==> config.mk <==
export PLATFORM = sky130hd
export DESIGN_NAME = indent_token_tracker_top_flat
export DESIGN_NICKNAME = d
export VERILOG_FILES = /design/src/design/itt_pkg.sv /design/src/design/itt_in_if.sv /design/src/design/itt_out_if.sv /design/src/design/itt_ram.sv /design/src/design/itt_datapath.sv /design/src/design/itt_ctrl.sv /design/src/design/indent_token_tracker_top.sv /design/src/flat_wrapper.sv
export SDC_FILE = /design/constraint.sdc
export NUM_CORES = 1
export LEC_CHECK = 0
export BUFFER_PORTS_ARGS = -buffer_cell sky130_fd_sc_hd__buf_4
export CORE_UTILIZATION = 60
export DETAILED_ROUTE_END_ITERATION = 12
export PLACE_DENSITY = 0.77
export SYNTH_ARGS = -nofsm -noshare
export SYNTH_HDL_FRONTEND = slang
export SYNTH_SLANG_ARGS = --single-unit
export TNS_END_PERCENT = 5
==> constraint.sdc <==
create_clock -name clk -period 14.07 [get_ports clk]
set_clock_uncertainty 0.2 [all_clocks]
set_input_delay 4.221 -clock clk [delete_from_list [all_inputs] [get_ports clk]]
set_output_delay 4.221 -clock clk [all_outputs]
set_load 0.01 [all_outputs]
==> src/design/itt_pkg.sv <==
// Shared types, codes and helpers for the indent token tracker.
`timescale 1ns / 1ps

package itt_pkg;

  // Sizing of the level stack and of a stored column.
  localparam int STACK_DEPTH = 32;
  localparam int COLUMN_BITS = 16;
  localparam int IDX_BITS    = (STACK_DEPTH > 1) ? $clog2(STACK_DEPTH) : 1;
  localparam int CNT_BITS    = $clog2(STACK_DEPTH + 1);

  typedef logic [COLUMN_BITS-1:0] col_t;
  typedef logic [IDX_BITS-1:0]    idx_t;
  typedef logic [CNT_BITS-1:0]    cnt_t;

  // Input command codes.
  localparam logic [1:0] CMD_CHAR  = 2'd0;
  localparam logic [1:0] CMD_LIMIT = 2'd1;
  localparam logic [1:0] CMD_MARK  = 2'd2;

  // Character classes.
  localparam logic [1:0] CLS_NEWLINE = 2'd0;
  localparam logic [1:0] CLS_EOF     = 2'd1;

  // Token kinds.
  typedef enum logic [1:0] {
    KIND_IN  = 2'd0,
    KIND_OUT = 2'd1,
    KIND_ERR = 2'd2,
    KIND_OVF = 2'd3
  } token_kind_t;

  // Commands from the controller to the datapath.
  typedef struct packed {
    logic        idle;
    logic        idx_dec;
    logic        push;
    logic        pop;
    logic        emit;
    token_kind_t emit_kind;
    logic        emit_last;
  } itt_cmd_t;

  // Status from the datapath to the controller.
  typedef struct packed {
    logic start_char;
    logic start_eof;
    logic gt;
    logic lt;
    logic idx_zero;
    logic full;
    logic out_free;
    logic pop_last;
  } itt_sts_t;

  // Reduce a 16-bit input column to the stored column width.
  function automatic col_t to_col(logic [15:0] c);
    logic [COLUMN_BITS+15:0] w;
    w = {{COLUMN_BITS{1'b0}}, c};
    return w[COLUMN_BITS-1:0];
  endfunction

  // Widen or cut a stored column to the 16-bit token column.
  function automatic logic [15:0] from_col(col_t c);
    logic [COLUMN_BITS+15:0] w;
    w = {16'b0, c};
    return w[15:0];
  endfunction

endpackage

==> src/design/itt_in_if.sv <==
// Input item channel of the indent token tracker.
`timescale 1ns / 1ps

interface itt_in_if;
  logic        valid;
  logic        ready;
  logic [1:0]  cmd;
  logic [1:0]  char_class;
  logic [15:0] column;

  modport source (output valid, output cmd, output char_class, output column, input ready);
  modport sink   (input valid, input cmd, input char_class, input column, output ready);
endinterface

==> src/design/itt_out_if.sv <==
// Token output channel of the indent token tracker.
`timescale 1ns / 1ps

interface itt_out_if;
  logic        valid;
  logic        ready;
  logic [1:0]  token_kind;
  logic [15:0] token_column;
  logic        last;

  modport source (output valid, output token_kind, output token_column, output last,
                  input ready);
  modport sink   (input valid, input token_kind, input token_column, input last,
                  output ready);
endinterface

==> src/design/itt_ram.sv <==
// Generic single-write, single-read RAM with registered read data.
`timescale 1ns / 1ps

module itt_ram #(
  parameter int WIDTH = 16,
  parameter int DEPTH = 32
) (
  input  logic                                  clk,
  input  logic                                  we,
  input  logic [((DEPTH > 1) ? $clog2(DEPTH) : 1)-1:0] waddr,
  input  logic [WIDTH-1:0]                      wdata,
  input  logic [((DEPTH > 1) ? $clog2(DEPTH) : 1)-1:0] raddr,
  output logic [WIDTH-1:0]                      rdata
);

  logic [WIDTH-1:0] mem [DEPTH];

  // Write port and registered read port.
  always_ff @(posedge clk) begin
    if (we) begin
      mem[waddr] <= wdata;
    end
    rdata <= mem[raddr];
  end

endmodule

==> src/design/itt_datapath.sv <==
// Datapath of the indent token tracker: line state, level stack and token register.
`timescale 1ns / 1ps

module itt_datapath
  import itt_pkg::*;
(
  input  logic        clk,
  input  logic        rst,
  input  itt_cmd_t    cmd,
  output itt_sts_t    sts,
  input  logic        item_valid,
  input  logic [1:0]  item_cmd,
  input  logic [1:0]  char_class,
  input  logic [15:0] column,
  input  logic        token_ready,
  output logic        token_valid,
  output logic [1:0]  token_kind,
  output logic [15:0] token_column,
  output logic        last
);

  cnt_t  count;
  logic  at_line_start;
  logic  limit_active;
  col_t  limit_column;
  col_t  col;
  idx_t  idx;
  idx_t  idx_next;
  col_t  entry;
  col_t  rdata;
  col_t  in_col;
  cnt_t  count_m1;
  logic  take;
  logic  act_char;
  logic  act_eof;

  assign in_col   = to_col(column);
  assign take     = cmd.idle && item_valid;
  assign count_m1 = count - cnt_t'(1);

  // Decode of the incoming item against the line state.
  always_comb begin
    act_char = (item_cmd == CMD_CHAR) && at_line_start &&
               (char_class != CLS_NEWLINE) && (char_class != CLS_EOF) &&
               !(limit_active && (in_col >= limit_column));
    act_eof  = (item_cmd == CMD_CHAR) && at_line_start &&
               (char_class == CLS_EOF) && (count > cnt_t'(1));
  end

  // Search index; the stack read address follows its next value.
  always_comb begin
    idx_next = idx;
    if (take && act_char) begin
      idx_next = count_m1[IDX_BITS-1:0];
    end else if (take && act_eof) begin
      idx_next = '0;
    end else if (cmd.idx_dec) begin
      idx_next = idx - idx_t'(1);
    end
  end

  itt_ram #(
    .WIDTH (COLUMN_BITS),
    .DEPTH (STACK_DEPTH)
  ) u_stack (
    .clk   (clk),
    .we    (cmd.push),
    .waddr (count[IDX_BITS-1:0]),
    .wdata (col),
    .raddr (idx_next),
    .rdata (rdata)
  );

  // The bottom level is always column zero.
  assign entry = (idx == '0) ? '0 : rdata;

  // Status toward the controller.
  always_comb begin
    sts.start_char = take && act_char;
    sts.start_eof  = take && act_eof;
    sts.gt         = col > entry;
    sts.lt         = col < entry;
    sts.idx_zero   = (idx == '0);
    sts.full       = (count == cnt_t'(STACK_DEPTH));
    sts.out_free   = !token_valid || token_ready;
    sts.pop_last   = (count == (cnt_t'(idx) + cnt_t'(2)));
  end

  // Line state, stack count and output valid.
  always_ff @(posedge clk) begin
    if (rst) begin
      count         <= cnt_t'(1);
      at_line_start <= 1'b1;
      limit_active  <= 1'b0;
      limit_column  <= '0;
      token_valid   <= 1'b0;
    end else begin
      if (take) begin
        if (item_cmd == CMD_LIMIT) begin
          limit_active <= 1'b1;
          limit_column <= in_col;
        end else if (item_cmd == CMD_MARK) begin
          at_line_start <= 1'b1;
        end else if (act_char) begin
          limit_active  <= 1'b0;
          at_line_start <= 1'b0;
        end
      end
      if (cmd.push) begin
        count <= count + cnt_t'(1);
      end else if (cmd.pop) begin
        count <= count - cnt_t'(1);
      end
      if (cmd.emit) begin
        token_valid <= 1'b1;
      end else if (token_ready) begin
        token_valid <= 1'b0;
      end
    end
  end

  // Payload registers: latched column, search index and token fields.
  always_ff @(posedge clk) begin
    idx <= idx_next;
    if (take) begin
      col <= in_col;
    end
    if (cmd.emit) begin
      token_kind   <= cmd.emit_kind;
      token_column <= from_col(col);
      last         <= cmd.emit_last;
    end
  end

endmodule

==> src/design/itt_ctrl.sv <==
// Controller state machine of the indent token tracker.
`timescale 1ns / 1ps

module itt_ctrl
  import itt_pkg::*;
(
  input  logic     clk,
  input  logic     rst,
  input  itt_sts_t sts,
  output itt_cmd_t cmd
);

  typedef enum logic [1:0] {
    S_IDLE,
    S_TOP,
    S_SEARCH,
    S_POP
  } state_t;

  state_t state;
  state_t state_next;

  // Next state and datapath commands.
  always_comb begin
    state_next    = state;
    cmd           = '0;
    cmd.emit_kind = KIND_IN;
    case (state)
      S_IDLE: begin
        cmd.idle = 1'b1;
        if (sts.start_char) begin
          state_next = S_TOP;
        end else if (sts.start_eof) begin
          state_next = S_POP;
        end
      end
      S_TOP: begin
        // Compare against the top level: indent or overflow, descend, or nothing on equal.
        if (sts.gt) begin
          if (sts.out_free) begin
            cmd.emit      = 1'b1;
            cmd.emit_last = 1'b1;
            cmd.emit_kind = sts.full ? KIND_OVF : KIND_IN;
            cmd.push      = !sts.full;
            state_next    = S_IDLE;
          end
        end else if (sts.lt && !sts.idx_zero) begin
          cmd.idx_dec = 1'b1;
          state_next  = S_SEARCH;
        end else begin
          state_next = S_IDLE;
        end
      end
      S_SEARCH: begin
        // Walk down until the column is no longer below the level; a column above that level is an error.
        if (sts.lt && !sts.idx_zero) begin
          cmd.idx_dec = 1'b1;
        end else if (sts.gt) begin
          if (sts.out_free) begin
            cmd.emit      = 1'b1;
            cmd.emit_last = 1'b1;
            cmd.emit_kind = KIND_ERR;
            state_next    = S_IDLE;
          end
        end else begin
          state_next = S_POP;
        end
      end
      S_POP: begin
        // One dedent token per level above the search index.
        if (sts.out_free) begin
          cmd.emit      = 1'b1;
          cmd.emit_kind = KIND_OUT;
          cmd.emit_last = sts.pop_last;
          cmd.pop       = 1'b1;
          if (sts.pop_last) begin
            state_next = S_IDLE;
          end
        end
      end
      default: begin
        state_next = S_IDLE;
      end
    endcase
  end

  // State register.
  always_ff @(posedge clk) begin
    if (rst) begin
      state <= S_IDLE;
    end else begin
      state <= state_next;
    end
  end

endmodule

==> src/design/indent_token_tracker_top.sv <==
// Indent token tracker: offside-rule indent and dedent token generator.
// An item that causes no work leaves the controller idle, so the block stays ready for the next item.
// A line-start character compares against the top level; a shallower one searches down the stack
// memory level by level, then emits an error or a dedent per popped level; each token waits for a
// free output register. End of file pops one level per dedent token. One item is in work at a time.
// Synchronous reset restores the bottom level and line state, with no clearing pass.
`timescale 1ns / 1ps

module indent_token_tracker_top
  import itt_pkg::*;
(
  input  logic clk,
  input  logic rst,
  itt_in_if.sink    item,
  itt_out_if.source token
);

  itt_cmd_t cmd;
  itt_sts_t sts;

  itt_ctrl u_ctrl (
    .clk (clk),
    .rst (rst),
    .sts (sts),
    .cmd (cmd)
  );

  itt_datapath u_datapath (
    .clk          (clk),
    .rst          (rst),
    .cmd          (cmd),
    .sts          (sts),
    .item_valid   (item.valid),
    .item_cmd     (item.cmd),
    .char_class   (item.char_class),
    .column       (item.column),
    .token_ready  (token.ready),
    .token_valid  (token.valid),
    .token_kind   (token.token_kind),
    .token_column (token.token_column),
    .last         (token.last)
  );

  // Items are taken only while the controller is idle.
  assign item.ready = cmd.idle;

endmodule

==> src/flat_wrapper.sv <==
// flat-port wrapper written by rule: the top's interface ports become plain ports
module indent_token_tracker_top_flat import itt_pkg::*;
  (clk, rst, item_valid, item_cmd, item_char_class, item_column, item_ready, token_valid, token_token_kind, token_token_column, token_last, token_ready);
  itt_in_if item_i ();
  itt_out_if token_i ();
  input  logic clk;
  input  logic rst;
  input wire logic [$bits(item_i.valid)-1:0] item_valid;
  input wire logic [$bits(item_i.cmd)-1:0] item_cmd;
  input wire logic [$bits(item_i.char_class)-1:0] item_char_class;
  input wire logic [$bits(item_i.column)-1:0] item_column;
  output wire logic [$bits(item_i.ready)-1:0] item_ready;
  output wire logic [$bits(token_i.valid)-1:0] token_valid;
  output wire logic [$bits(token_i.token_kind)-1:0] token_token_kind;
  output wire logic [$bits(token_i.token_column)-1:0] token_token_column;
  output wire logic [$bits(token_i.last)-1:0] token_last;
  input wire logic [$bits(token_i.ready)-1:0] token_ready;
  assign item_i.valid = item_valid;
  assign item_i.cmd = item_cmd;
  assign item_i.char_class = item_char_class;
  assign item_i.column = item_column;
  assign item_ready = item_i.ready;
  assign token_valid = token_i.valid;
  assign token_token_kind = token_i.token_kind;
  assign token_token_column = token_i.token_column;
  assign token_last = token_i.last;
  assign token_i.ready = token_ready;
  indent_token_tracker_top u_core (.clk(clk), .rst(rst), .item(item_i), .token(token_i));
endmodule
======== After elaboration in Yosys (flattened, before gate mapping) ========
Memories as Yosys holds them, arrays and structs flattened. A register that Yosys moved wholly into a read port is not among the register bits.
Index checks and enable logic that the tools add are counted.
storage, ports and cells
  flip-flop bits (word level) ............. 67
  latch bits .............................. 0
  RAM bits ................................ 512
  memory bits (read-only) ................. 0
  word-level logic and storage cells ...... 103
  memories kept ........................... 1
operators by class
  $add $sub $neg .......................... 4
  multipliers ............................. 0
  divide/modulo/power cells ............... 0
  magnitude comparators ................... 4
  equality and inequality tests ........... 14
  shift operators ......................... 0
  mux-type cells .......................... 40
  bitwise operators ....................... 1
  reductions and logical operators ........ 28
memories
  name                           words  width  rd ports  clocked after memory_dff  write ports  line           text
  u_core.u_datapath.u_stack.mem  32     16     1         1                         1            itt_ram.sv:16  logic [WIDTH-1:0] mem [DEPTH];
operators by type and width
  cell                 count
  $mux 2               10
  $mux 4               5
  $mux 5               4
  $ge 16x16->1         1
  $gt 16x16->1         1
  $lt 16x16->1         1
  $mux 16              1
  $mux 1               15
  $mux 6               2
  $pmux 4 s3           1
  $logic_and 1x1->1    11
  $reduce_bool 2->1    5
  $pmux 2 s4           1
  $add 5x2->6 const B  1
  $add 6x1->6 const B  1
  $eq 2x1->1 const B   3
  $eq 2x2->1 const B   3
  $eq 6x6->1           1
  $eq 6x6->1 const B   1
  $gt 6x1->1 const B   1
  $ne 2x2->1 const B   3
  $reduce_and 3->1     2
  $sub 6x1->6 const B  1
  $logic_not 5->1      1
  other kinds (10)     15

======== Depth between registers and ports, before layout ========
Gate-level depths: netlist of run 1.
  depth in word-level cells ............... 10
  mapped depth ............................ 21

======== Hierarchy ========
From an unflattened synthesis of run 1, not the netlist that was laid out.
unflattened totals
  cells, all modules ...................... 1,524
  area, all modules ....................... 24,304.6 um2
modules (own cells, without submodules)
  module        instances  cells an instance  area each (um2)
  itt_ram       1          1,143              20,534.7
  itt_datapath  1          340                3,449.6
  itt_ctrl      1          41                 320.3

======== Worst setup path after synthesis of run 1 ========
No wires, ideal clock.
  path kind ............................... input-to-reg
  start ................................... in item_column[0]
  end ..................................... reg u_core.u_datapath.u_stack.rdata[0] (read register of u_core.u_datapath.u_stack.mem)
  arrival time ............................ 6,799 ps
  data required time ...................... 13,740 ps
  path slack .............................. 6,941 ps
  cell stages on the path ................. 16
  buffers on the path ..................... 3
  cells stage by stage .................... inv_1 > ha_1 > nand2b_1 > a2111o_1 > a21oi_1 > o211ai_1 > and2_1 > buf_6 > mux2_4 > inv_2 > buf_6 > buf_4 > mux2i_1 > mux2i_1 > a32oi_1 > nand4_1
between the ends
  longest elaborated chain between the ends .. 6
ends and longest elaborated chain
  element             line                text
  start: declaration  flat_wrapper.sv:11  input wire logic [$bits(item_i.column)-1:0] item_column;
  $ge 16x16->1        itt_datapath.sv:45  !(limit_active && (in_col >= limit_column));
  $logic_and 1x1->1   itt_datapath.sv:45
  $logic_not 1->1     itt_datapath.sv:45
  $logic_and 1x1->1   itt_datapath.sv:44  (char_class != CLS_NEWLINE) && (char_class != CLS_EOF) &&
  $logic_and 1x1->1   itt_datapath.sv:53  if (take && act_char) begin
  $mux 5              itt_datapath.sv:53
  end: declaration    itt_ram.sv:13       output logic [WIDTH-1:0] rdata
Every way passes these cells.
A chain may end at the register's enable or synchronous reset.

======== Worst setup path after layout of run 1 ========
  start ................................... in item_valid
  end ..................................... reg u_core.u_datapath.u_stack.rdata[6] (read register of u_core.u_datapath.u_stack.mem)
between the ends
  longest elaborated chain between the ends .. 4
  elaborated cells on any way between the ends .. 5
  those cells by class .................... 2 x mux; 3 x reduce/logical
ends and longest elaborated chain
  element                line                text
  start: declaration     flat_wrapper.sv:8   input wire logic [$bits(item_i.valid)-1:0] item_valid;
  $logic_and 1x1->1 (*)  itt_datapath.sv:38  assign take = cmd.idle && item_valid;
  $logic_and 1x1->1      itt_datapath.sv:55  end else if (take && act_eof) begin
  $mux 5                 itt_datapath.sv:55
  $mux 5 (*)             itt_datapath.sv:53
Mark *: on every way between the ends. The rest lies on a longest branch, timed or not.

==> results by group, run 1 <==
Place
  – PortBufs: 44
  – DP HPWL: between 30,000 and 40,000 µm
  – Inst Count DP: between 2,000 and 2,500
  – Gpl congestion: a little over 0.9

Clocking
  – Clock Sinks: approximately 600
  – Htree depth: 2
  – Total setup buffers inserted after CTS: 0
  – Post-CTS Resized: 0
  – Hold-fix buffers, CTS: 0
  – Root cell of the clock tree: clkbuf_16
  – CTS tree: built
  – Maximum clock path buffer count: 3
  – Num CTS Buffers: between 50 and 60
  – Worst-skew pair later-pin latency: approximately 630 ps
  – Reg clk slew, reported paths: roughly 60 ps

Logic synthesis
  – Syn Std Cell Area: 0.0245 mm²
  – Netlist cell types: 60
  – Main synth FF type: edfxtp_1
  – Synthesized instance count: ~1,700
  – Number of flops mapped to enable cells by yosys: 547
  – Sequential fraction of the synthesis area: 71.1%
  – Synth warn: 0
  – Avg Inst Size Synth: ~14 µm²
  – Post-synth ARST share: 0%
  – Cell accounting for the most synthesized area: edfxtp_1
  – Synth top cells by count: 547 x edfxtp_1, 331 x nand2_1, 193 x mux2i_1
  – Synth top area share: around two thirds
  – Synth area leaders: edfxtp_1 67%, mux2i_1 7.9%, nand2_1 5.1%, dfxtp_1 3.9%, nand3_1 2.7%
  – Most common cell in the synthesized netlist: edfxtp_1
  – Yosys reg bits: about 600
  – Syn nets: roughly 1,800

Timing
  – Endpoints failing setup: 0
  – Setup tns final: 0 ps
  – Slew @ Worst Pin: 1210 ps
  – Fmax: 112 MHz
  – Pins Over Slew Limit: 0
  – RSZ-0062 raised after global routing: false
  – Slew margin rel.: 18.9%
  – Fin. Hold Viols: 0
  – Final Critical Period: ~8900 ps
  – Period utilization: 63.4%

Detailed routing
  – Number of antenna-violating nets in the routed design: 0
  – Drt pass-1 iters: 6
  – WL final: 61,400 µm
  – Via count: around 15,000
  – Initial drt markers: ~1,900
  – Routed WL per cell: between 20 and 30 µm
  – # DRC: 0
  – Vias per cell: approximately 6.4

Die
  – Core ar.: 0.0400 mm²
  – Die Wd: between 200 and 250 µm
  – Initial Util: approximately three fifths
  – DIE HEIGHT: roughly 200 µm
  – # rows: 73
  – Die area: 0.0416 mm²
  – Ports: 45

Cells and area
  – Multi-input gate area: roughly 0.0064 mm²
  – Cell Count, Final, Fillers Out: ~2,400
  – Register area: between 0.015 and 0.02 mm²
  – Share of post-route cells with drive strength above 1: 11.0%
  – Filler cells: approximately 2,700
  – Area grow syn2layout: 11.5%
  – Layout net count: approximately 1,900

Global routing
  – Number of global-route vias before repair: ~14,000
  – Busiest layer in global routing: met2
  – Largest net degree at the start of global routing: between 100 and 150
  – Total track usage: roughly 30%
  – Antenna violations before repair: 1
  – GR Layer Usage met2: 47.7%
  – First-pass GRT wire length: about 90,000 µm
  – GRT overflow: 0
  – M3 GR Usage: approximately 6.3%
  – Met1 GRT Util: between 30% and 40%

Critical path
  – Slack of the worst reg-to-reg path: about 7100 ps
  – Crit-path max FO: about 110
  – CP startpoint kind: input port
  – Worst Setup End Kind: flop
  – Reg2reg start: u_core.u_datapath.idx[1]$_DFF_P_
  – Reg2reg end: u_core.u_datapath.u_stack.rdata[9]$_DFF_P_
  – Reg2Reg Depth: 17
  – Worst Path Required: 14,320 ps
  – WS Path Type: in -> reg
  – Critical path endpoint: u_core.u_datapath.u_stack.rdata[6]$_DFF_P_
  – Arrival @ worst endpoint: ~9000 ps
  – Setup crit start: item_valid

Power
  – Leakage: a little over 9 nW
  – Max VDD drop: roughly 190 µV
  – Power Density: 197 mW/mm²

Run status
  – Outcome: finished, final reports clean

Min path
  – Hold Crit Class: reg -> reg
  – Worst hold path cell count: 2
  – Hold_sp: u_core.u_datapath.limit_column[7]$_SDFFE_PP0P_

Run
  – Max-cap violations: 0
==> worst min-delay path by stage <==
stage                                                            to  slack (ps)
global route        u_core.u_datapath.limit_column[14]$_SDFFE_PP0P_         280
CTS                  u_core.u_datapath.limit_column[2]$_SDFFE_PP0P_         260
finish               u_core.u_datapath.limit_column[7]$_SDFFE_PP0P_         260
global placement     u_core.u_datapath.limit_column[2]$_SDFFE_PP0P_         240
detailed placement   u_core.u_datapath.limit_column[2]$_SDFFE_PP0P_         250
floorplan           u_core.u_datapath.limit_column[10]$_SDFFE_PP0P_         240
==> through the flow <==
stage               utilization [%]  instance area [µm²]  setup slack, ps  hold slack [ps]  power [mW]
global placement               63.5                25400             4670              241        3.79
floorplan                         -                24500             6940              236        3.32
global route                   68.2                27300             4880              277        5.56
detailed placement             63.5                25400             4530              247        3.83
finish                         68.2                27300             5150              255        5.37
CTS                            68.2                27300             5170              255        5.36
==> routing by layer <==
layer / up-vias / share of wire, %
met5: - / 0
met4: 0 / 5.1
met3: 144 / 9.9
met2: 856 / 48
met1: 7471 / 37
li1: 6639 / -
==> layout by cell type (no fill, tap or decap), types with 3 or more instances in the layout <==
cell,count
a211oi_1,3
a21boi_0,3
a21o_1,4
a21oi_1,47
a31oi_1,3
a32oi_1,66
and2_1,4
buf_4,102
bufinv_16,5
clkbuf_1,18
clkbuf_16,58
clkbuf_8,7
clkinv_1,10
clkinv_2,6
dfxtp_1,48
edfxtp_1,547
ha_1,45
inv_1,32
inv_6,3
mux2i_1,193
nand2_1,331
nand2b_1,7
nand3_1,132
nand4_1,27
nor2_1,54
nor2_2,4
nor2b_1,4
nor2b_2,3
nor3_1,6
nor3_2,3
nor4_1,4
o21ai_0,14
or3_1,3
xnor2_1,10
xor2_1,3
==> registers in the layout, summed over array words and instances (netlist names) <==
signal / flops
u_core.u_datapath.token_valid: 1
u_core.u_datapath.count: 6
u_core.u_datapath.u_stack.rdata: 16
u_core.u_ctrl.state: 2
u_core.u_datapath.limit_column: 16
u_core.u_datapath.idx: 5
u_core.u_datapath.last: 1
u_core.u_datapath.at_line_start: 1
u_core.u_datapath.u_stack.mem: 512
u_core.u_datapath.limit_active: 1
u_core.u_datapath.token_kind: 2
u_core.u_datapath.token_column: 16
u_core.u_datapath.col: 16
==> kinds of logic after synthesis <==
family                   share of synthesized area, %
AND/OR/NAND/NOR                                  10.7
flip-flops                                       71.1
multiplexers                                     7.96
AO/OA/AOI/OAI                                    4.72
buffers and inverters                            2.73
adder cells (fa/ha/maj)                          2.30
XOR/XNOR                                        0.465
==> where the power goes <==
part	switching [mW]	internal (mW)
clock network	0.649	0.888
logic	1.17	0.535
registers	0.0595	2.07
==> critical path, cell delays in order <==
cell and delay, ps:
buf_4 70, and2_1 700, nand4_1 250, nor3_2 250
o211ai_1 260, and2_1 340, mux2_4 380, inv_8 570
buf_4 930, mux2i_1 300, mux2i_1 110, a32oi_1 550
nand4_1 150
==> layout make-up <==
type,instances,area share (%)
flip-flops and latches,595,63.7
multi-input cells,1009,23.6
clock buffers,83,5.92
repair buffers,102,2.81
well taps,525,2.41
clock inverters,26,0.977
inverters,34,0.514
diodes,1,0.00917
No activity file was read; power rests on OpenSTA's default activity.
==> inputs of run 2 (changes only) <==
--- a/config.mk
+++ b/config.mk
@@ -5,6 +5,7 @@
 export SDC_FILE = /design/constraint.sdc
 export NUM_CORES = 1
 export LEC_CHECK = 0
+export ABC_AREA = 1
 export BUFFER_PORTS_ARGS = -buffer_cell sky130_fd_sc_hd__buf_4
 export CORE_UTILIZATION = 60
 export DETAILED_ROUTE_END_ITERATION = 12
==> constraint.sdc (replaced) <==
create_clock -name clk -period 9.2 [get_ports clk]
set_clock_uncertainty 0.2 [all_clocks]
set_input_delay 2.76 -clock clk [delete_from_list [all_inputs] [get_ports clk]]
set_output_delay 2.76 -clock clk [all_outputs]
set_load 0.01 [all_outputs]
==> run 2 against run 1 <==
Against the previous run:
- synthesized cell count is 47% higher
- wire length is 13% higher
- first-iteration DRC count up 20%
- sequential share of layout area fell by 4.4 points
- final cell count is 35% higher
- register-to-register slack worse by 3900 ps
- clock-buffer cell count down 2
- global-route usage increased by 1.5 points
- via count increased by 26%
==> results by group, run 2 <==
Run status
  – Outcome: finished, final reports clean

Detailed routing
  – # DRC: 0 (unchanged)
  – WL final: 69,500 µm (+13%)
  – Via count: 19,034 (+26%)
  – Vias per cell: 5.94 (-6.6%)
  – Number of antenna-violating nets in the routed design: 0 (unchanged)
  – Initial drt markers: 2,330 (+20%)
  – Drt pass-1 iters: 7 (+1)
  – Routed WL per cell: 21.7 µm (-16%)

Min path
  – Hold_sp: u_core.u_datapath.limit_column[10]$_SDFFE_PP0P_
  – Worst hold path cell count: 2 (unchanged)
  – Hold EP: u_core.u_datapath.limit_column[10]$_SDFFE_PP0P_
  – Hold Crit Class: reg -> reg

Logic synthesis
  – Synthesized instance count: 2,543 (+47%)
  – Synth top area share: 62.2% (-5.0 points)
  – Sequential fraction of the synthesis area: 65.8% (-5.3 points)
  – Main synth FF type: edfxtp_1
  – Cell accounting for the most synthesized area: edfxtp_1
  – Synth warn: 0 (unchanged)
  – Syn nets: 2,612 (+45%)
  – Syn Std Cell Area: 0.0264 mm² (+8.0%)
  – Number of flops mapped to enable cells by yosys: 547 (unchanged)
  – Yosys reg bits: 595 (unchanged)
  – Synth top cells by count: 700 x nand2_1, 565 x nand3_1, 547 x edfxtp_1
  – Synth area leaders: edfxtp_1 62%, nand3_1 11%, nand2_1 9.9%, inv_1 4.0%, dfxtp_1 3.6%
  – Netlist cell types: 42 (-30%)
  – Avg Inst Size Synth: 10.4 µm² (-26%)
  – Post-synth ARST share: 0% (unchanged)
  – Most common cell in the synthesized netlist: nand2_1

Clocking
  – Maximum clock path buffer count: 3 (unchanged)
  – Htree depth: 2 (unchanged)
  – CTS tree: built
  – Clock Sinks: 595 (unchanged)
  – Total setup buffers inserted after CTS: 0 (unchanged)
  – Hold-fix buffers, CTS: 0 (unchanged)
  – Worst-skew pair later-pin latency: 620 ps (about the same)
  – Reg clk slew, reported paths: 60 ps (about the same)
  – Post-CTS Resized: 0 (unchanged)
  – Root cell of the clock tree: clkbuf_16
  – Num CTS Buffers: 59 (+1.7%)

Place
  – Gpl congestion: 0.920 (+1.3%)
  – Inst Count DP: 3,093 (+37%)
  – DP HPWL: 38,500 µm (+8.0%)
  – Placement Cell Area: 0.0273 mm² (+7.4%)
  – PortBufs: 44 (unchanged)
  – Setup WS pre-CTS: 2170 ps (-2360 ps)

Die
  – # rows: 76 (+4.1%)
  – DIE HEIGHT: 212 µm (+3.9%)
  – Core ar.: 0.0433 mm² (+8.2%)
  – Die Wd: 212 µm (+3.9%)
  – Die area: 0.0449 mm² (+8.0%)
  – Initial Util: 61.1% (-0.062 points)
  – Ports: 45 (unchanged)

Critical path
  – Reg2reg end: u_core.u_datapath.u_stack.rdata[7]$_DFF_P_
  – Reg2reg start: u_core.u_datapath.idx[0]$_DFF_P_
  – Slack of the worst reg-to-reg path: 3190 ps (-3860 ps)
  – Crit-path max FO: 104 (-8.0%)
  – Reg2Reg Depth: 24 (+7)
  – Worst Setup End Kind: flop
  – Worst Path Required: 9550 ps (-4770 ps)
  – CP startpoint kind: input port
  – Arrival @ worst endpoint: 6910 ps (-2260 ps)
  – WS Path Type: in -> reg

Timing
  – Fmax: 152 MHz
  – Worst Hold Slack: 270 ps (+15.1 ps)
  – Setup ws final: 2640 ps (-2510 ps)
  – Period utilization: a little under three quarters
  – Setup tns final: 0 ps (unchanged)
  – Fin. Hold Viols: 0 (unchanged)
  – RSZ-0062 raised after global routing: false
  – Pins Over Slew Limit: 0 (unchanged)
  – Slew margin rel.: 20.6% (+1.7 points)
  – Endpoints failing setup: 0 (unchanged)
  – Final Critical Period: 6560 ps
  – Slew @ Worst Pin: 1190 ps (-20.0 ps)

Cells and area
  – Commonest non-fill, non-tap cell in the layout: nand2_1
  – Antenna diodes: 0 (-1)
  – Max reg flops: 512 (unchanged)
  – Final Cell Area: 0.0293 mm² (+7.3%)
  – Layout net count: 2,638 (+41%)
  – Top reg by flops: u_core.u_datapath.u_stack.mem
  – Commonest cells after routing, fill and taps aside: 698 x nand2_1, 565 x nand3_1, 547 x edfxtp_1
  – Filler cells: 3,155 (+17%)
  – Area grow syn2layout: 10.8%
  – Share of post-route cells with drive strength above 1: 8.55% (-2.5 points)
  – Cell Count, Final, Fillers Out: 3,204 (+35%)

Global routing
  – GRT overflow: 0 (unchanged)
  – Antenna violations before repair: 1 (unchanged)
  – Largest net degree at the start of global routing: 129 (+13%)
  – Number of global-route vias before repair: 18,483 (+28%)
  – Total track usage: 31.5% (+1.5 points)
  – First-pass GRT wire length: 105,000 µm (+16%)

Run
  – Max-cap violations: 0 (unchanged)

Power
  – Max VDD drop: 344 µV (+84%)
  – Power Density: 337 mW/mm² (+71%)
  – Leakage: 12.0 nW (+29%)
-- run 2: how the worst max path moves through the flow --
| stage | startpoint | end | slack [ps] | cells after the start |
|---|---|---|---|---|
| 3_5_place_dp | item_column[15] | u_core.u_datapath.u_stack.rdata[4]$_DFF_P_ | 2170 | 18 |
| 4_1_cts | item_column[15] | u_core.u_datapath.u_stack.rdata[2]$_DFF_P_ | 2800 | 18 |
| 2_1_floorplan | item_column[11] | u_core.u_datapath.u_stack.rdata[0]$_DFF_P_ | 4210 | 20 |
| 5_1_grt | item_column[13] | u_core.u_datapath.u_stack.rdata[2]$_DFF_P_ | 2480 | 20 |
| 3_3_place_gp | item_column[13] | u_core.u_datapath.u_stack.rdata[4]$_DFF_P_ | 2190 | 20 |
| 6_report | item_column[15] | u_core.u_datapath.u_stack.rdata[2]$_DFF_P_ | 2640 | 18 |
-- run 2: cell families after synthesis --
logic type | Yosys count | share of synthesized area, %
xor+xnor | 8 | 0.265
flops | 595 | 65.8
buf+inv | 435 | 7.05
simple gates | 1373 | 22.9
compound gates | 87 | 1.87
fa+ha+maj | 45 | 2.13
-- run 2: worst max-delay path, cell delays in order --
cell	delay, ps
buf_4	120
ha_1	300
a21oi_1	150
o21ai_0	90
a21oi_1	170
nand3_2	140
a21boi_2	440
nand2_8	440
nand2_8	670
buf_12	410
nand2_1	100
nand2_1	90
nand2_1	60
nand3_1	150
nand3_1	190
nand2_1	190
nand2_1	160
nand2_1	110
-- run 2: cell type report --
class / instances / area [µm²] / area share, %
Clock inverter: 30 / 320 / 1.09
Multi-Input combinational cell: 1513 / 7230 / 24.7
Tap cell: 585 / 732 / 2.50
Sequential cell: 595 / 17400 / 59.4
Timing Repair Buffer: 108 / 823 / 2.81
Inverter: 292 / 1100 / 3.76
Clock buffer: 81 / 1680 / 5.74
-- run 2: metal layers --
layer / up-vias / wire length (µm) / track usage [%] / part of all wire, %
met4: 0 / 3380 / 15.4 / 4.9
met3: 203 / 6680 / 4.95 / 9.6
met5: - / 0 / 0 / 0
li1: 8633 / - / - / -
met2: 1084 / 33100 / 50.9 / 48
met1: 9114 / 26400 / 41.7 / 38
-- run 2: metrics by stage --
| stage | util (%) | total power [mW] |
|---|---|---|
| 2_1_floorplan | - | 6.22 |
| 3_3_place_gp | 63.0 | 7.25 |
| 3_5_place_dp | 63.0 | 7.34 |
| 4_1_cts | 67.7 | 9.80 |
| 5_1_grt | 67.7 | 10.4 |
| 6_report | 67.7 | 9.85 |
-- run 2: where the power goes --
part	total [mW]	internal (mW)	switching (mW)
clock	2.47	1.47	1.00
sequential	3.30	3.21	0.0933
combinational	4.08	1.12	2.96
total	9.85	5.79	4.06
==> inputs of run 3 (changes only) <==
--- a/config.mk
+++ b/config.mk
@@ -7,9 +7,9 @@
 export LEC_CHECK = 0
 export ABC_AREA = 1
 export BUFFER_PORTS_ARGS = -buffer_cell sky130_fd_sc_hd__buf_4
-export CORE_UTILIZATION = 60
+export CORE_UTILIZATION = 57
 export DETAILED_ROUTE_END_ITERATION = 12
-export PLACE_DENSITY = 0.77
+export PLACE_DENSITY = 0.76
 export SYNTH_ARGS = -nofsm -noshare
 export SYNTH_HDL_FRONTEND = slang
 export SYNTH_SLANG_ARGS = --single-unit
==> constraint.sdc (replaced) <==
create_clock -name clk -period 6 [get_ports clk]
set_clock_uncertainty 0.2 [all_clocks]
set_input_delay 1.8 -clock clk [delete_from_list [all_inputs] [get_ports clk]]
set_output_delay 1.8 -clock clk [all_outputs]
set_load 0.01 [all_outputs]
==> run 3 against run 2 <==
Against the previous run:
- wire length increased by 0.99%
- highest routed layer is now met5
- register-to-register slack got worse by 2300 ps
- global-route usage decreased by 1.3 points
- hold slack got worse by 3.1 ps
- sequential power increased by 54%
- combinational power increased by 59%
- clock-buffer cell count decreased by 8
- first-iteration DRC count increased by 15%
- cell area decreased by 0.26%
- critical path type is now reg -> reg
- largest power group unchanged
- sequential share of layout area increased by 0.15 points
- final cell count increased by 0.66%
- setup slack got worse by 1800 ps
==> results by group, run 3 (same netlist as run 2, synthesis figures left out) <==
Critical path
  – CP startpoint kind: flop
  – Worst Path Required: 6300 ps (-3250 ps)
  – Crit-path max FO: 54 (-48%)
  – Setup crit start: u_core.u_datapath.idx[1]$_DFF_P_
  – Reg2Reg Depth: 26 (+8.3%)
  – Reg2reg start: u_core.u_datapath.idx[1]$_DFF_P_
  – Worst Setup End Kind: flop
  – WS Path Type: reg -> reg
  – Arrival @ worst endpoint: 5450 ps (-1460 ps)

Clocking
  – Hold-fix buffers, CTS: 0 (unchanged)
  – Post-CTS Resized: 0 (unchanged)
  – Maximum clock path buffer count: 3 (unchanged)
  – Clock Sinks: 595 (unchanged)
  – Total setup buffers inserted after CTS: 0 (unchanged)
  – Reg clk slew, reported paths: 60 ps (about the same)
  – Worst-skew pair later-pin latency: 620 ps (about the same)
  – CTS tree: built
  – Htree depth: 2 (unchanged)
  – Root cell of the clock tree: clkbuf_16
  – Num CTS Buffers: 57 (-3.4%)

Die
  – Die Wd: 217 µm (+2.6%)
  – Die area: 0.0472 mm² (+5.2%)
  – Ports: 45 (unchanged)
  – Core ar.: 0.0456 mm² (+5.3%)
  – Initial Util: 58.0% (-3.1 points)
  – DIE HEIGHT: 217 µm (+2.6%)
  – # rows: 78 (+2.6%)

Power
  – Part of the power in the clock network: 22.8% (-2.3 points)
  – Flop pwr share: 34.0% (+0.5 points)
  – NetSw: 6.32 mW (+56%)
  – Leakage: 11.9 nW (-0.43%)
  – Max VDD drop: 405 µV (+18%)
  – Final Power: 15.0 mW (+52%)
  – Int Power: 8.65 mW (+49%)
  – Switching share of power: 42.2% (+1.0 points)
  – Power Density: 513 mW/mm² (+52%)
  – Comb power frac: 43.2% (+1.8 points)

Timing
  – Period utilization: 85.7%
  – Fmax: between 150 and 200 MHz
  – Endpoints failing setup: 0 (unchanged)
  – Slew @ Worst Pin: 852 ps (-339 ps)
  – Final Critical Period: about 5000 ps
  – RSZ-0062 raised after global routing: false
  – Setup tns final: 0 ps (unchanged)
  – Fin. Hold Viols: 0 (unchanged)
  – Pins Over Slew Limit: 0 (unchanged)
  – Slew margin rel.: 43.2% (+23 points)

Detailed routing
  – WL final: 70,200 µm (+0.99%)
  – # DRC: 0 (unchanged)
  – Via count: 19,125 (+0.48%)
  – Vias per cell: 5.93 (-0.18%)
  – Number of antenna-violating nets in the routed design: 0 (unchanged)
  – Initial drt markers: 2,689 (+15%)
  – Drt pass-1 iters: 8 (+1)
  – Routed WL per cell: 21.8 µm (+0.33%)

Place
  – Inst Count DP: 3,118 (+0.81%)
  – Gpl congestion: 0.855 (-7.0%)
  – PortBufs: 44 (unchanged)
  – Placement Cell Area: 0.0275 mm² (+0.66%)
  – DP HPWL: 39,100 µm (+1.7%)

Min path
  – Hold_sp: u_core.u_datapath.limit_column[5]$_SDFFE_PP0P_
  – Hold Crit Class: reg -> reg
  – Worst hold path cell count: 2 (unchanged)

Cells and area
  – Top reg by flops: u_core.u_datapath.u_stack.mem
  – Commonest non-fill, non-tap cell in the layout: nand2_1
  – Share of post-route cells with drive strength above 1: 8.42% (-0.13 points)
  – Area grow syn2layout: 10.5%
  – Antenna diodes: 0 (unchanged)
  – Cell Count, Final, Fillers Out: 3,225 (+0.66%)
  – Layout net count: 2,646 (+0.30%)
  – Filler cells: 3,440 (+9.0%)
  – Max reg flops: 512 (unchanged)
  – Commonest cells after routing, fill and taps aside: 698 x nand2_1, 565 x nand3_1, 547 x edfxtp_1
  – Final Cell Area: 0.0292 mm² (-0.26%)

Run
  – Max-cap violations: 0 (unchanged)

Global routing
  – First-pass GRT wire length: 107,000 µm (+1.9%)
  – Largest net degree at the start of global routing: 161 (+25%)
  – Antenna violations before repair: 1 (unchanged)
  – Total track usage: 30.2% (-1.3 points)
  – GRT overflow: 0 (unchanged)
  – Number of global-route vias before repair: 18,649 (+0.90%)

Run status
  – Outcome: finished, final reports clean
[run 3: area by class of cell]
class	count	area [µm²]	share of cell area, %
flip-flops and latches	595	17400	59.5
multi-input cells	1513	7230	24.8
clock buffers	73	1510	5.16
inverters	292	1100	3.76
repair buffers	118	986	3.38
well taps	600	751	2.57
clock inverters	34	241	0.827
[run 3: final timing paths]
path | end | slack (ps)
worst max-delay path | u_core.u_datapath.u_stack.rdata[15]$_DFF_P_ | 860
worst min-delay path | u_core.u_datapath.limit_column[5]$_SDFFE_PP0P_ | 270
worst max register to register | u_core.u_datapath.u_stack.rdata[15]$_DFF_P_ | 860
worst min register to register | u_core.u_datapath.limit_column[5]$_SDFFE_PP0P_ | 270
[run 3: per-layer routing]
metal / vias up / wire length, µm / global-route usage [%]
li1: 8643 / - / -
met1: 9178 / 26300 / 39.7
met2: 1107 / 33600 / 49.0
met3: 195 / 7400 / 5.42
met4: 2 / 2800 / 13.8
met5: - / 13 / 0
[run 3: through the flow]
| step | hold WS, ps | setup WS, ps | utilization, % |
|---|---|---|---|
| global placement | 242 | 703 | 60.2 |
| global route | 293 | 467 | 64.1 |
| finish | 267 | 859 | 64.1 |
| CTS | 267 | 986 | 64.1 |
| detailed placement | 255 | 652 | 60.2 |
| floorplan | 233 | 1910 | - |
[run 3: power by group through the flow]
stage / clock, mW / combinational (mW) / sequential (mW)
global placement: 0 / 6.19 / 5.16
detailed placement: 0 / 6.31 / 5.16
global route: 3.58 / 7.05 / 5.10
CTS: 3.43 / 6.35 / 5.08
floorplan: 0 / 4.35 / 5.18
finish: 3.41 / 6.47 / 5.09
[run 3: worst max-delay path, cell delays in order, from the launching register on]
cell and delay [ps]:
dfxtp_1 390, inv_1 150, ha_1 210, inv_1 50, nor2_1 40, nand2_1 440
nand2_1 140, ha_1 330, a21oi_1 160, o21ai_1 70, nor2_1 220, nand4_1 170
nand2_1 140, nand2_1 100, inv_2 100, nand2_1 50, nand2_1 50, nand2_1 50
nand2_1 70, nand2_2 100, inv_2 260, buf_4 690, nand3_1 260, nand3_1 160
nand2_1 70, nand2_1 190, nand2_1 80
